File: config.mk
export PLATFORM = sky130hd
export DESIGN_NAME = rgb_led_effect_engine_flat
export DESIGN_NICKNAME = d
export VERILOG_FILES = /design/src/rtl/core/rgb_fx_pkg.sv /design/src/rtl/core/rgb_fx_tick_if.sv /design/src/rtl/core/rgb_fx_led_if.sv /design/src/rtl/core/rgb_fx_cfg.sv /design/src/rtl/core/rgb_fx_rem.sv /design/src/rtl/core/rgb_fx_frame_ram.sv /design/src/rtl/core/rgb_fx_seq.sv /design/src/rtl/core/rgb_led_effect_engine.sv /design/src/flat_wrapper.sv
export SDC_FILE = /design/constraint.sdc
export NUM_CORES = 2
export LEC_CHECK = 0
export CAP_MARGIN = 10
export CORE_UTILIZATION = 45
export DETAILED_ROUTE_END_ITERATION = 12
export DONT_BUFFER_PORTS = 1
export PLACE_DENSITY_LB_ADDON = 0.3
export SYNTH_ARGS = -nofsm -noshare
export SYNTH_HDL_FRONTEND = slang
export SYNTH_HIERARCHICAL = 1
export SYNTH_SLANG_ARGS = --single-unit
export TNS_END_PERCENT = 1
File: constraint.sdc
create_clock -name clk -period 8.05 [get_ports clk]
set_input_delay 0.805 -clock clk [delete_from_list [all_inputs] [get_ports clk]]
set_output_delay 0.805 -clock clk [all_outputs]
set_load 0.03 [all_outputs]
File: src/rtl/core/rgb_fx_pkg.sv
`timescale 1ns / 1ps
package rgb_fx_pkg;

  localparam int NUM_LEDS = 16;
  localparam int LED_W    = $clog2(NUM_LEDS);
  localparam int CH       = 3;
  localparam int ADDR_W   = 5;
  localparam int REG_W    = 3;
  localparam int GRAD_W   = 8 + LED_W;

  localparam int SLEW         = 5;
  localparam int BREATH_MIN   = 5;
  localparam int BREATH_MAX   = 250;
  localparam int RAMP_LEN     = 100;
  localparam int TAIL_STEP    = 64;
  localparam int FULL         = 255;
  localparam int TAILS        = 3;

  localparam int REM_STEP = 4;
  localparam int REM_CYC  = 32 / REM_STEP;
  localparam int REM_CW   = $clog2(REM_CYC);

  localparam logic [2:0] MODE_SOLID    = 3'd0;
  localparam logic [2:0] MODE_BREATH   = 3'd1;
  localparam logic [2:0] MODE_CHASE    = 3'd2;
  localparam logic [2:0] MODE_HOLD     = 3'd3;
  localparam logic [2:0] MODE_GRADIENT = 3'd4;

  localparam logic [REG_W-1:0] REG_MODE   = 3'd0;
  localparam logic [REG_W-1:0] REG_BRIGHT = 3'd1;
  localparam logic [REG_W-1:0] REG_RED    = 3'd2;
  localparam logic [REG_W-1:0] REG_GREEN  = 3'd3;
  localparam logic [REG_W-1:0] REG_BLUE   = 3'd4;
  localparam logic [REG_W-1:0] REG_CHASE  = 3'd5;
  localparam logic [REG_W-1:0] REG_BREATH = 3'd6;

  // index 2 green, 1 red, 0 blue
  typedef logic [CH-1:0][7:0] color_t;

  typedef struct packed {
    logic [2:0] effect_mode;
    logic [7:0] brightness;
    logic [7:0] target_red_raw;
    logic [7:0] target_green_raw;
    logic [7:0] target_blue_raw;
    logic [7:0] chase_period;
    logic [7:0] breath_period;
  } cfg_t;

  typedef struct packed {
    logic busy;
    logic zero;
  } rem_stat_t;

  typedef enum logic [2:0] {
    S_IDLE,
    S_REM,
    S_PHASE,
    S_MUL,
    S_APPLY,
    S_SWEEP
  } fx_state_t;

  typedef logic [7:0] rise_tab_t [RAMP_LEN];

  function automatic rise_tab_t build_rise();
    rise_tab_t t;
    for (int i = 0; i < RAMP_LEN; i++) begin
      t[i] = 8'((BREATH_MAX - BREATH_MIN) * i / RAMP_LEN);
    end
    return t;
  endfunction

  localparam rise_tab_t RISE_TAB = build_rise();

  // exact floor(x / 255) for any x up to 255 * 255 (an 8-bit by 8-bit product)
  function automatic logic [7:0] div255(input logic [15:0] x);
    logic [16:0] s;
    s = 17'(x) + 17'(x[15:8]) + 17'd1;
    return s[15:8];
  endfunction

  function automatic logic [7:0] slew(input logic [7:0] cur, input logic [7:0] tgt);
    logic [7:0] res;
    res = cur;
    if (cur < tgt) begin
      res = ((tgt - cur) > 8'(SLEW)) ? 8'(cur + 8'(SLEW)) : tgt;
    end else if (cur > tgt) begin
      res = ((cur - tgt) > 8'(SLEW)) ? 8'(cur - 8'(SLEW)) : tgt;
    end
    return res;
  endfunction

  function automatic logic [7:0] breath_level(input logic [7:0] phase);
    logic       rising;
    logic [6:0] q;
    logic [7:0] rise;
    rising = phase < 8'(RAMP_LEN);
    q      = rising ? phase[6:0] : 7'(phase - 8'(RAMP_LEN));
    rise   = RISE_TAB[q];
    return rising ? 8'(8'(BREATH_MIN) + rise) : 8'(8'(BREATH_MAX) - rise);
  endfunction

endpackage

File: src/rtl/core/rgb_fx_tick_if.sv
`timescale 1ns / 1ps
interface rgb_fx_tick_if;
  logic valid;
  logic ready;
  logic tick;

  modport source (output valid, output tick, input ready);
  modport sink (input valid, input tick, output ready);
endinterface

File: src/rtl/core/rgb_fx_led_if.sv
`timescale 1ns / 1ps
interface rgb_fx_led_if;
  logic       valid;
  logic       ready;
  logic [3:0] led_index;
  logic [7:0] green;
  logic [7:0] red;
  logic [7:0] blue;
  logic       frame_end;

  modport source (output valid, output led_index, output green, output red, output blue,
                  output frame_end, input ready);
  modport sink (input valid, input led_index, input green, input red, input blue,
                input frame_end, output ready);
endinterface

File: src/rtl/core/rgb_fx_cfg.sv
`timescale 1ns / 1ps
module rgb_fx_cfg (
  input  logic                       clk,
  input  logic                       rst,
  input  logic                       psel,
  input  logic                       penable,
  input  logic                       pwrite,
  input  logic [rgb_fx_pkg::ADDR_W-1:0] paddr,
  input  logic [31:0]                pwdata,
  output logic [31:0]                prdata,
  output logic                       pready,
  output rgb_fx_pkg::cfg_t           cfg
);

  logic [rgb_fx_pkg::REG_W-1:0] reg_idx;
  logic                         wr;

  assign reg_idx = paddr[rgb_fx_pkg::ADDR_W-1:2];
  assign wr      = psel && penable && pwrite && pready;
  assign pready  = 1'b1;

  always_ff @(posedge clk) begin
    if (rst) begin
      cfg.effect_mode      <= rgb_fx_pkg::MODE_SOLID;
      cfg.brightness       <= 8'd128;
      cfg.target_red_raw   <= 8'd0;
      cfg.target_green_raw <= 8'd0;
      cfg.target_blue_raw  <= 8'd0;
      cfg.chase_period     <= 8'd5;
      cfg.breath_period    <= 8'd5;
    end else if (wr) begin
      case (reg_idx)
        rgb_fx_pkg::REG_MODE:   cfg.effect_mode      <= pwdata[2:0];
        rgb_fx_pkg::REG_BRIGHT: cfg.brightness       <= pwdata[7:0];
        rgb_fx_pkg::REG_RED:    cfg.target_red_raw   <= pwdata[7:0];
        rgb_fx_pkg::REG_GREEN:  cfg.target_green_raw <= pwdata[7:0];
        rgb_fx_pkg::REG_BLUE:   cfg.target_blue_raw  <= pwdata[7:0];
        rgb_fx_pkg::REG_CHASE:  cfg.chase_period     <= pwdata[7:0];
        rgb_fx_pkg::REG_BREATH: cfg.breath_period    <= pwdata[7:0];
        default: begin
        end
      endcase
    end
  end

  always_comb begin
    case (reg_idx)
      rgb_fx_pkg::REG_MODE:   prdata = 32'(cfg.effect_mode);
      rgb_fx_pkg::REG_BRIGHT: prdata = 32'(cfg.brightness);
      rgb_fx_pkg::REG_RED:    prdata = 32'(cfg.target_red_raw);
      rgb_fx_pkg::REG_GREEN:  prdata = 32'(cfg.target_green_raw);
      rgb_fx_pkg::REG_BLUE:   prdata = 32'(cfg.target_blue_raw);
      rgb_fx_pkg::REG_CHASE:  prdata = 32'(cfg.chase_period);
      rgb_fx_pkg::REG_BREATH: prdata = 32'(cfg.breath_period);
      default:                prdata = 32'd0;
    endcase
  end

endmodule

File: src/rtl/core/rgb_fx_rem.sv
`timescale 1ns / 1ps
module rgb_fx_rem (
  input  logic                  clk,
  input  logic                  rst,
  input  logic                  start,
  input  logic [31:0]           dividend,
  input  logic [7:0]            divisor,
  output rgb_fx_pkg::rem_stat_t stat
);

  logic [31:0]                   quo;
  logic [7:0]                    dvs;
  logic [7:0]                    r;
  logic [7:0]                    r_step;
  logic [rgb_fx_pkg::REM_CW-1:0] cnt;
  logic                          busy;

  // restoring remainder, several bits per cycle
  always_comb begin
    logic [8:0] t;
    logic [7:0] acc;
    acc = r;
    for (int k = 0; k < rgb_fx_pkg::REM_STEP; k++) begin
      t = {acc, quo[31-k]};
      if (t >= 9'(dvs)) begin
        t = t - 9'(dvs);
      end
      acc = t[7:0];
    end
    r_step = acc;
  end

  always_ff @(posedge clk) begin
    if (rst) begin
      busy <= 1'b0;
      cnt  <= '0;
    end else if (start) begin
      busy <= 1'b1;
      cnt  <= '0;
    end else if (busy) begin
      cnt <= cnt + 1'b1;
      if (cnt == rgb_fx_pkg::REM_CW'(rgb_fx_pkg::REM_CYC - 1)) begin
        busy <= 1'b0;
      end
    end
  end

  always_ff @(posedge clk) begin
    if (start) begin
      quo <= dividend;
      dvs <= (divisor == 8'd0) ? 8'd1 : divisor;
      r   <= 8'd0;
    end else if (busy) begin
      quo <= quo << rgb_fx_pkg::REM_STEP;
      r   <= r_step;
    end
  end

  assign stat.busy = busy;
  assign stat.zero = (r == 8'd0);

endmodule

File: src/rtl/core/rgb_fx_frame_ram.sv
`timescale 1ns / 1ps
module rgb_fx_frame_ram (
  input  logic                         clk,
  input  logic                         rst,
  input  logic                         we,
  input  logic [rgb_fx_pkg::LED_W-1:0] waddr,
  input  rgb_fx_pkg::color_t           wdata,
  input  logic                         re,
  input  logic [rgb_fx_pkg::LED_W-1:0] raddr,
  output rgb_fx_pkg::color_t           rdata
);

  rgb_fx_pkg::color_t                 mem [rgb_fx_pkg::NUM_LEDS];
  logic [rgb_fx_pkg::NUM_LEDS-1:0]    filled;
  rgb_fx_pkg::color_t                 rd_q;
  logic                               rd_filled;

  always_ff @(posedge clk) begin
    if (we) begin
      mem[waddr] <= wdata;
    end
    if (re) begin
      rd_q <= mem[raddr];
    end
  end

  // unwritten entries read as black
  always_ff @(posedge clk) begin
    if (rst) begin
      filled    <= '0;
      rd_filled <= 1'b0;
    end else begin
      if (we) begin
        filled[waddr] <= 1'b1;
      end
      if (re) begin
        rd_filled <= filled[raddr];
      end
    end
  end

  assign rdata = rd_filled ? rd_q : '0;

endmodule

File: src/rtl/core/rgb_fx_seq.sv
`timescale 1ns / 1ps
module rgb_fx_seq (
  input  logic                          clk,
  input  logic                          rst,
  input  rgb_fx_pkg::cfg_t              cfg,
  rgb_fx_tick_if.sink                   tick_stream,
  rgb_fx_led_if.source                  led_stream,
  output logic                          rem_start,
  output logic [31:0]                   rem_dividend,
  output logic [7:0]                    rem_divisor,
  input  rgb_fx_pkg::rem_stat_t         rem_stat,
  output logic                          ram_we,
  output logic [rgb_fx_pkg::LED_W-1:0]  ram_waddr,
  output rgb_fx_pkg::color_t            ram_wdata,
  output logic                          ram_re,
  output logic [rgb_fx_pkg::LED_W-1:0]  ram_raddr,
  input  rgb_fx_pkg::color_t            ram_rdata
);

  rgb_fx_pkg::fx_state_t state;
  rgb_fx_pkg::fx_state_t state_next;

  logic [31:0]                        tick_count;
  rgb_fx_pkg::color_t                 shown;
  rgb_fx_pkg::color_t                 target;
  rgb_fx_pkg::color_t                 tab [rgb_fx_pkg::TAILS];
  logic [rgb_fx_pkg::CH-1:0][15:0]    prod;
  logic [rgb_fx_pkg::CH-1:0][rgb_fx_pkg::GRAD_W-1:0] grad_n;
  logic [1:0]                         idx;
  logic [7:0]                         breath_phase;
  logic [rgb_fx_pkg::LED_W-1:0]       chase_head;
  logic                               breath_upd;
  logic                               chase_adv;
  logic [rgb_fx_pkg::LED_W-1:0]       cur_idx;
  logic                               rd_vld;
  logic                               out_valid;
  logic [rgb_fx_pkg::LED_W-1:0]       out_index;
  rgb_fx_pkg::color_t                 out_color;
  logic                               out_end;

  logic                               in_fire;
  logic                               can_load;
  logic                               sweep_fire;
  logic                               last_led;
  logic                               sweep_begin;
  rgb_fx_pkg::color_t                 mul_a;
  logic [7:0]                         mul_f;
  logic [7:0]                         level;
  rgb_fx_pkg::color_t                 new_val;

  assign in_fire     = tick_stream.valid && tick_stream.ready;
  assign can_load    = !out_valid || led_stream.ready;
  assign last_led    = (cur_idx == rgb_fx_pkg::LED_W'(rgb_fx_pkg::NUM_LEDS - 1));
  assign sweep_fire  = (state == rgb_fx_pkg::S_SWEEP) && rd_vld && can_load;
  assign sweep_begin = (state == rgb_fx_pkg::S_APPLY) && (idx == 2'(rgb_fx_pkg::TAILS));
  assign target      = {cfg.target_green_raw, cfg.target_red_raw, cfg.target_blue_raw};
  assign level       = rgb_fx_pkg::breath_level(breath_phase);

  always_comb begin
    state_next = state;
    case (state)
      rgb_fx_pkg::S_IDLE: begin
        if (in_fire && tick_stream.tick) state_next = rgb_fx_pkg::S_REM;
      end
      rgb_fx_pkg::S_REM: begin
        if (!rem_stat.busy) state_next = rgb_fx_pkg::S_PHASE;
      end
      rgb_fx_pkg::S_PHASE: state_next = rgb_fx_pkg::S_MUL;
      rgb_fx_pkg::S_MUL:   state_next = rgb_fx_pkg::S_APPLY;
      rgb_fx_pkg::S_APPLY: begin
        state_next = sweep_begin ? rgb_fx_pkg::S_SWEEP : rgb_fx_pkg::S_MUL;
      end
      rgb_fx_pkg::S_SWEEP: begin
        if (sweep_fire && last_led) state_next = rgb_fx_pkg::S_IDLE;
      end
      default: state_next = rgb_fx_pkg::S_IDLE;
    endcase
  end

  always_comb begin
    tick_stream.ready = (state == rgb_fx_pkg::S_IDLE);
    rem_start         = in_fire && tick_stream.tick;
    rem_dividend      = tick_count + 32'd1;
    rem_divisor       = (cfg.effect_mode == rgb_fx_pkg::MODE_CHASE) ? cfg.chase_period
                                                                    : cfg.breath_period;
    ram_we            = sweep_fire;
    ram_waddr         = cur_idx;
    ram_wdata         = new_val;
    ram_re            = 1'b0;
    ram_raddr         = '0;
    case (state)
      rgb_fx_pkg::S_APPLY: begin
        ram_re = sweep_begin;
      end
      rgb_fx_pkg::S_SWEEP: begin
        ram_re    = sweep_fire && !last_led;
        ram_raddr = cur_idx + 1'b1;
      end
      default: begin
      end
    endcase
  end

  // multiplier operands: target scaling first, then breath level or tail factors
  always_comb begin
    if (idx == 2'd0) begin
      mul_a = target;
      mul_f = cfg.brightness;
    end else begin
      mul_a = shown;
      if (idx == 2'd1 && cfg.effect_mode == rgb_fx_pkg::MODE_BREATH) begin
        mul_f = level;
      end else begin
        mul_f = 8'(rgb_fx_pkg::FULL - int'(idx) * rgb_fx_pkg::TAIL_STEP);
      end
    end
  end

  always_comb begin
    logic [rgb_fx_pkg::LED_W-1:0] lag;
    lag     = chase_head - cur_idx;
    new_val = ram_rdata;
    case (cfg.effect_mode)
      rgb_fx_pkg::MODE_SOLID: new_val = shown;
      rgb_fx_pkg::MODE_BREATH: begin
        if (breath_upd) new_val = tab[0];
      end
      rgb_fx_pkg::MODE_CHASE: begin
        if (lag == '0) begin
          new_val = shown;
        end else if (int'(lag) <= rgb_fx_pkg::TAILS) begin
          new_val = tab[2'(lag - 1'b1)];
        end else begin
          new_val = '0;
        end
      end
      rgb_fx_pkg::MODE_GRADIENT: begin
        for (int c = 0; c < rgb_fx_pkg::CH; c++) begin
          new_val[c] = 8'(grad_n[c] >> rgb_fx_pkg::LED_W);
        end
      end
      default: begin
      end
    endcase
  end

  always_ff @(posedge clk) begin
    if (rst) begin
      state        <= rgb_fx_pkg::S_IDLE;
      tick_count   <= '0;
      shown        <= '0;
      breath_phase <= '0;
      chase_head   <= '0;
      idx          <= '0;
      rd_vld       <= 1'b0;
      out_valid    <= 1'b0;
    end else begin
      state <= state_next;
      if (rem_start) begin
        tick_count <= tick_count + 32'd1;
      end
      case (state)
        rgb_fx_pkg::S_PHASE: begin
          idx <= '0;
          if (cfg.effect_mode == rgb_fx_pkg::MODE_BREATH && rem_stat.zero) begin
            breath_phase <= (breath_phase == 8'(2 * rgb_fx_pkg::RAMP_LEN - 1))
                            ? 8'd0 : breath_phase + 8'd1;
          end
        end
        rgb_fx_pkg::S_APPLY: begin
          idx <= idx + 2'd1;
          if (idx == 2'd0) begin
            for (int c = 0; c < rgb_fx_pkg::CH; c++) begin
              shown[c] <= rgb_fx_pkg::slew(shown[c], rgb_fx_pkg::div255(prod[c]));
            end
          end
          if (sweep_begin) begin
            rd_vld <= 1'b1;
          end
        end
        rgb_fx_pkg::S_SWEEP: begin
          if (sweep_fire && last_led) begin
            rd_vld <= 1'b0;
            if (chase_adv) begin
              chase_head <= (chase_head == rgb_fx_pkg::LED_W'(rgb_fx_pkg::NUM_LEDS - 1))
                            ? '0 : chase_head + 1'b1;
            end
          end
        end
        default: begin
        end
      endcase
      if (sweep_fire) begin
        out_valid <= 1'b1;
      end else if (led_stream.ready) begin
        out_valid <= 1'b0;
      end
    end
  end

  always_ff @(posedge clk) begin
    case (state)
      rgb_fx_pkg::S_PHASE: begin
        breath_upd <= (cfg.effect_mode == rgb_fx_pkg::MODE_BREATH) && rem_stat.zero;
        chase_adv  <= (cfg.effect_mode == rgb_fx_pkg::MODE_CHASE) && rem_stat.zero;
      end
      rgb_fx_pkg::S_MUL: begin
        for (int c = 0; c < rgb_fx_pkg::CH; c++) begin
          prod[c] <= 16'(mul_a[c]) * 16'(mul_f);
        end
      end
      rgb_fx_pkg::S_APPLY: begin
        if (idx != 2'd0) begin
          for (int c = 0; c < rgb_fx_pkg::CH; c++) begin
            tab[2'(idx - 2'd1)][c] <= rgb_fx_pkg::div255(prod[c]);
          end
        end
        if (sweep_begin) begin
          cur_idx <= '0;
          for (int c = 0; c < rgb_fx_pkg::CH; c++) begin
            grad_n[c] <= rgb_fx_pkg::GRAD_W'((rgb_fx_pkg::FULL - int'(shown[c]))
                                             * rgb_fx_pkg::NUM_LEDS);
          end
        end
      end
      rgb_fx_pkg::S_SWEEP: begin
        if (sweep_fire) begin
          cur_idx <= cur_idx + 1'b1;
          for (int c = 0; c < rgb_fx_pkg::CH; c++) begin
            grad_n[c] <= rgb_fx_pkg::GRAD_W'(int'(grad_n[c]) + 2 * int'(shown[c])
                                             - rgb_fx_pkg::FULL);
          end
        end
      end
      default: begin
      end
    endcase
    if (sweep_fire) begin
      out_index <= cur_idx;
      out_color <= new_val;
      out_end   <= last_led;
    end
  end

  assign led_stream.valid     = out_valid;
  assign led_stream.led_index = 4'(out_index);
  assign led_stream.green     = out_color[2];
  assign led_stream.red       = out_color[1];
  assign led_stream.blue      = out_color[0];
  assign led_stream.frame_end = out_end;

endmodule

File: src/rtl/core/rgb_led_effect_engine.sv
`timescale 1ns / 1ps
// LED strip animation engine, 16 LEDs, GRB results.
// tick_stream: valid/ready channel carrying one tick bit per transfer. A transfer
//   with tick high advances the animation and produces one full frame; a
//   transfer with tick low is taken and does nothing.
// led_stream: valid/ready channel, one transfer per LED with led_index, green,
//   red, blue and frame_end on the last LED of the frame.
// APB port: effect mode, brightness, raw target colour and the two periods,
//   one register every 4 bytes; write only while no frame is in flight.
// Sequence: a tick transfer starts the remainder unit (tick count mod period),
//   then four multiply/scale passes for slew and dimming factors, then the
//   read-modify-write sweep of the frame store sends one LED per cycle while
//   the receiver is ready; the next tick is taken as soon as the last LED sits
//   in the output register.
// Reset: registers return to defaults, shown colour, counters and phases clear,
//   the whole frame store reads as black.
// Receiver stall: the frame store sweep pauses with the read data held, and
//   resumes one LED per cycle when ready returns.
module rgb_led_effect_engine (
  input  logic                          clk,
  input  logic                          rst,
  rgb_fx_tick_if.sink                   tick_stream,
  rgb_fx_led_if.source                  led_stream,
  input  logic                          psel,
  input  logic                          penable,
  input  logic                          pwrite,
  input  logic [rgb_fx_pkg::ADDR_W-1:0] paddr,
  input  logic [31:0]                   pwdata,
  output logic [31:0]                   prdata,
  output logic                          pready
);

  rgb_fx_pkg::cfg_t              cfg;
  logic                          rem_start;
  logic [31:0]                   rem_dividend;
  logic [7:0]                    rem_divisor;
  rgb_fx_pkg::rem_stat_t         rem_stat;
  logic                          ram_we;
  logic [rgb_fx_pkg::LED_W-1:0]  ram_waddr;
  rgb_fx_pkg::color_t            ram_wdata;
  logic                          ram_re;
  logic [rgb_fx_pkg::LED_W-1:0]  ram_raddr;
  rgb_fx_pkg::color_t            ram_rdata;

  rgb_fx_cfg u_cfg (
    .clk     (clk),
    .rst     (rst),
    .psel    (psel),
    .penable (penable),
    .pwrite  (pwrite),
    .paddr   (paddr),
    .pwdata  (pwdata),
    .prdata  (prdata),
    .pready  (pready),
    .cfg     (cfg)
  );

  rgb_fx_rem u_rem (
    .clk      (clk),
    .rst      (rst),
    .start    (rem_start),
    .dividend (rem_dividend),
    .divisor  (rem_divisor),
    .stat     (rem_stat)
  );

  rgb_fx_frame_ram u_ram (
    .clk   (clk),
    .rst   (rst),
    .we    (ram_we),
    .waddr (ram_waddr),
    .wdata (ram_wdata),
    .re    (ram_re),
    .raddr (ram_raddr),
    .rdata (ram_rdata)
  );

  rgb_fx_seq u_seq (
    .clk          (clk),
    .rst          (rst),
    .cfg          (cfg),
    .tick_stream  (tick_stream),
    .led_stream   (led_stream),
    .rem_start    (rem_start),
    .rem_dividend (rem_dividend),
    .rem_divisor  (rem_divisor),
    .rem_stat     (rem_stat),
    .ram_we       (ram_we),
    .ram_waddr    (ram_waddr),
    .ram_wdata    (ram_wdata),
    .ram_re       (ram_re),
    .ram_raddr    (ram_raddr),
    .ram_rdata    (ram_rdata)
  );

endmodule

File: src/flat_wrapper.sv
// flat-port wrapper written by rule: the top's interface ports become plain ports
module rgb_led_effect_engine_flat 
  (clk, rst, psel, penable, pwrite, paddr, pwdata, prdata, pready, tick_stream_valid, tick_stream_tick, tick_stream_ready, led_stream_valid, led_stream_led_index, led_stream_green, led_stream_red, led_stream_blue, led_stream_frame_end, led_stream_ready);
  rgb_fx_tick_if tick_stream_i ();
  rgb_fx_led_if led_stream_i ();
  input  logic clk;
  input  logic rst;
  input  logic psel;
  input  logic penable;
  input  logic pwrite;
  input  logic [rgb_fx_pkg::ADDR_W-1:0] paddr;
  input  logic [31:0] pwdata;
  output logic [31:0] prdata;
  output logic pready;
  input wire logic [$bits(tick_stream_i.valid)-1:0] tick_stream_valid;
  input wire logic [$bits(tick_stream_i.tick)-1:0] tick_stream_tick;
  output wire logic [$bits(tick_stream_i.ready)-1:0] tick_stream_ready;
  output wire logic [$bits(led_stream_i.valid)-1:0] led_stream_valid;
  output wire logic [$bits(led_stream_i.led_index)-1:0] led_stream_led_index;
  output wire logic [$bits(led_stream_i.green)-1:0] led_stream_green;
  output wire logic [$bits(led_stream_i.red)-1:0] led_stream_red;
  output wire logic [$bits(led_stream_i.blue)-1:0] led_stream_blue;
  output wire logic [$bits(led_stream_i.frame_end)-1:0] led_stream_frame_end;
  input wire logic [$bits(led_stream_i.ready)-1:0] led_stream_ready;
  assign tick_stream_i.valid = tick_stream_valid;
  assign tick_stream_i.tick = tick_stream_tick;
  assign tick_stream_ready = tick_stream_i.ready;
  assign led_stream_valid = led_stream_i.valid;
  assign led_stream_led_index = led_stream_i.led_index;
  assign led_stream_green = led_stream_i.green;
  assign led_stream_red = led_stream_i.red;
  assign led_stream_blue = led_stream_i.blue;
  assign led_stream_frame_end = led_stream_i.frame_end;
  assign led_stream_i.ready = led_stream_ready;
  rgb_led_effect_engine u_core (.clk(clk), .rst(rst), .tick_stream(tick_stream_i), .led_stream(led_stream_i), .psel(psel), .penable(penable), .pwrite(pwrite), .paddr(paddr), .pwdata(pwdata), .prdata(prdata), .pready(pready));
endmodule
==> out/qor.yml <==
run_status:
  status: "finished clean"
synth:
  synth_top_cells_by_area: "edfxtp_1 40%, ha_1 7.8%, dfxtp_1 6.5%"
  synthArstFlopShare_pct: 0
  ys_top_cells_by_count: "639 x edfxtp_1, 413 x nor2_1, 312 x inv_1, 297 x ha_1, 198 x a21oi_1"
  synth_cell_type_count: 106
  ys_ff_latch: 794
  synth_edf_count: 639
  synth_cells: 4098
  yosys_warnings: 6
  avgSynthCellArea_um2: 11.7
  synth-main-ff-cell: "edfxtp_1"
  synth_top_area_share_pct: 40.2
  synth_area_mm2: 0.0478
  synth_seq_area_share_pct: 46.7
  synth.most_common_cell: "edfxtp_1"
  yosysTopAreaCell: "edfxtp_1"
placement:
  dpl.hpwl_mm: 77.3
  portBuffers: 0
  routabilityCongestion: 0.881
  dp.cells: 5386
routing:
  first_pass_iters: 5
  ant_nets: 0
  num_vias: 31931
  drt-total-wl_mm: 116
  route.detailed.drc: 0
  drtIter0Drc: 2480
  via_per_inst: 5.74
  wire_per_inst_um: 20.8
layout:
  drive_above_1_share_pct: 13.9
  area_growth_pct: 10.3
  nFillCells: 9114
  antenna_cells: 0
  multi_input_area_mm2: 0.0236
  register_area_mm2: 0.0223
  finalNonFillerCells: 5561
  nNetsFinal: 4565
  fin_util_pct: 50.0
sta:
  drv_slew: 0
  tightest_slew_ns: 1.26
  finalHoldViolations: 0
  finalCritPeriodShare_pct: 95.5
  fmax_ghz: 0.130
  maxSlewHeadroom_pct: 15.7
  period_minus_slack_ns: 7.69
  rsz0062_at_grt: "yes"
  timing.setup.tns_ns: 0
  finalSetupViolCount: 0
  final.setup_skew_ns: 0.0737
min_path:
  hold_path_class: "input port to register"
floorplanning:
  dieArea_mm2: 0.107
  start_util_pct: 45.4
  coreArea_mm2: 0.105
  io_pins: 109
  fp.dieW_um: 328
  rows: 119
  die_h_um: 328
setup_path:
  path_class: "register to register"
  critPathRequiredTime_ns: 8.59
  crit_path_max_fanout: 12
  endpoint_kind: "register"
  crit_top_cell: "a21oi_1"
  arrival_ns: 8.23
  cp_slowest_stage_delay_ns: 0.45
  crit_slowest_cell: "a221oi_4"
  critPathLaunchType: "register"
grt:
  grt_first_pass_wirelength_mm: 180
  grtUsageTotal_pct: 21.3
  grt_pass1_vias: 30973
  grt_max_degree: 153
  grt_overflow: 0
  antenna_found_initial: 0
pwr:
  switchingPower_mw: 3.78
  leakage_nw: 20.4
  pwr-share-seq_pct: 36.7
  p_per_area_mw_per_mm2: 234
  swShare_pct: 30.7
  p_clk_share_pct: 31.4
  combPwrFrac_pct: 31.9
  intPower_mw: 8.55
  design_power_total_mw: 12.3
  irDropWorstVdd_mv: 0.869
clock_tree:
  cts_sinks: 794
  cts.clk_slew.worst_paths_ns: 0.06
  insertion_delay_ns: 0.70
  cts-buffers-inserted: 84
  ctsLongestPathBuffers: 3
  cts_tree: "built"
  htree_levels: 3
  ctsRootBufferMaster: "clkbuf_16"
flow_run:
  maxCapViolations: 0
-- path summary, 6_finish.rpt --
path	depth (start not counted)	start	end	slack, ns
min	1	rst	u_core/u_seq/chase_head[3]$_SDFFE_PP0P_	0.22
min reg2reg	2	u_core/u_ram/filled[7]$_SDFFE_PP0P_	u_core/u_ram/filled[7]$_SDFFE_PP0P_	0.47
max	35	u_core/u_rem/dvs[4]$_SDFFCE_PN0P_	u_core/u_rem/r[0]$_SDFFE_PP0P_	0.36
max reg2reg	35	u_core/u_rem/dvs[4]$_SDFFCE_PN0P_	u_core/u_rem/r[0]$_SDFFE_PP0P_	0.36
-- what timing repair did --
item                       in CTS  in global routing
buffers inserted                0                 19
hold buffers                    0                  0
resized for setup               0                 58
setup endpoints to repair       0                 24
-- cells in the final DEF (no fill, tap or decap), types with 15 or more instances in the layout --
master     netlist  final
conb_1           2     25
nand2_1        192    191
nand3_1         56     56
nand4_1         19     19
xnor2_1        124    124
or2_2           41     41
a21oi_1        198    196
nor2_4           0     15
clkinv_1         1     21
a21o_1          33     32
o21ai_0        136    126
clkbuf_1       143     18
o21a_1          27     27
or3_1           28     28
nor2_1         413    394
edfxtp_1       639    639
buf_4           36    122
nor2b_1         30     29
a221o_1         27     27
dfxtp_1        155    154
nor3_1          68     63
nand2b_1        72     72
mux2i_1        163    161
o211ai_1        24     24
and3_1          38     34
fa_1           122    122
a31oi_1         24     23
ha_1           297    291
clkbuf_16        0     85
a221oi_1        19     18
a211oi_1        33     30
xor2_1          82     82
inv_1          312    308
and2_1          35     34
mux2_2          54     54
o221ai_1        31     30
mux4_2         128    128
o21bai_1        23     21
-- area by class of cell --
type | count | share of cell area [%]
inverter | 315 | 2.25
timing repair buffer | 130 | 2.00
clock buffer | 109 | 4.30
tap | 1391 | 3.31
clock inverter | 46 | 0.991
multi-input combinational | 2776 | 44.8
sequential | 794 | 42.3
-- per-stage QoR --
step / area, um^2 / hold WS, ns / setup slack (ns)
2_1_floorplan: 47800 / 0.435 / 0.0870
3_3_place_gp: 49500 / 0.447 / 0.179
3_5_place_dp: 49500 / 0.460 / 0.125
4_1_cts: 52300 / 0.211 / 0.0247
5_1_grt: 52700 / 0.192 / -0.0780
6_report: 52700 / 0.223 / 0.360
-- layer usage --
metal	vias to the layer above	track usage, %	routed length, um
met5	-	0	0
met4	0	5.44	2300
met3	158	2.64	6410
met2	946	34.5	54400
met1	15936	30.3	52400
li1	14891	-	-
-- sequential cells by signal, summed over array words and instances, names as in the netlist, 16 cells and up --
| signal | cells |
|---|---|
| u_core/u_seq/tab | 72 |
| u_core/u_ram/filled | 16 |
| u_core/u_seq/shown | 24 |
| u_core/u_seq/tick_count | 32 |
| u_core/u_seq/prod | 48 |
| u_core/u_ram/mem | 384 |
| u_core/u_rem/quo | 32 |
| u_core/u_ram/rd_q | 24 |
| u_core/u_seq/grad_n | 36 |
| u_core/u_cfg/cfg | 51 |
-- cells by family after synthesis --
family                     share of synthesized area, %
DFF                                                46.7
adders and majority gates                          12.9
xor gates and xnor gates                           3.81
and+or+nand+nor                                    10.4
buffers and inverters                              4.91
AOI/OAI and AO/OA                                  10.5
other                                            0.0157
muxes                                              10.8
-- power groups by stage --
stage	Sequential (mW)	Clock (mW)	Combinational (mW)
final	4.52	3.87	3.93
after global routing	4.52	4.10	4.30
after CTS	4.52	3.96	3.58
after detailed placement	4.61	0	3.56
after global placement	4.61	0	3.54
after floorplan	4.58	0	2.82
-- worst max-delay path, delay by kind of cell, from the launching register on --
family,cells,cell delay (ns)
adders and majority gates,4,1.41
AOI/OAI and AO/OA,17,3.22
and+or+nand+nor,7,1.31
muxes,3,0.73
DFF,1,0.34
buffers and inverters,4,0.61
No activity file was read; power rests on OpenSTA's default activity.
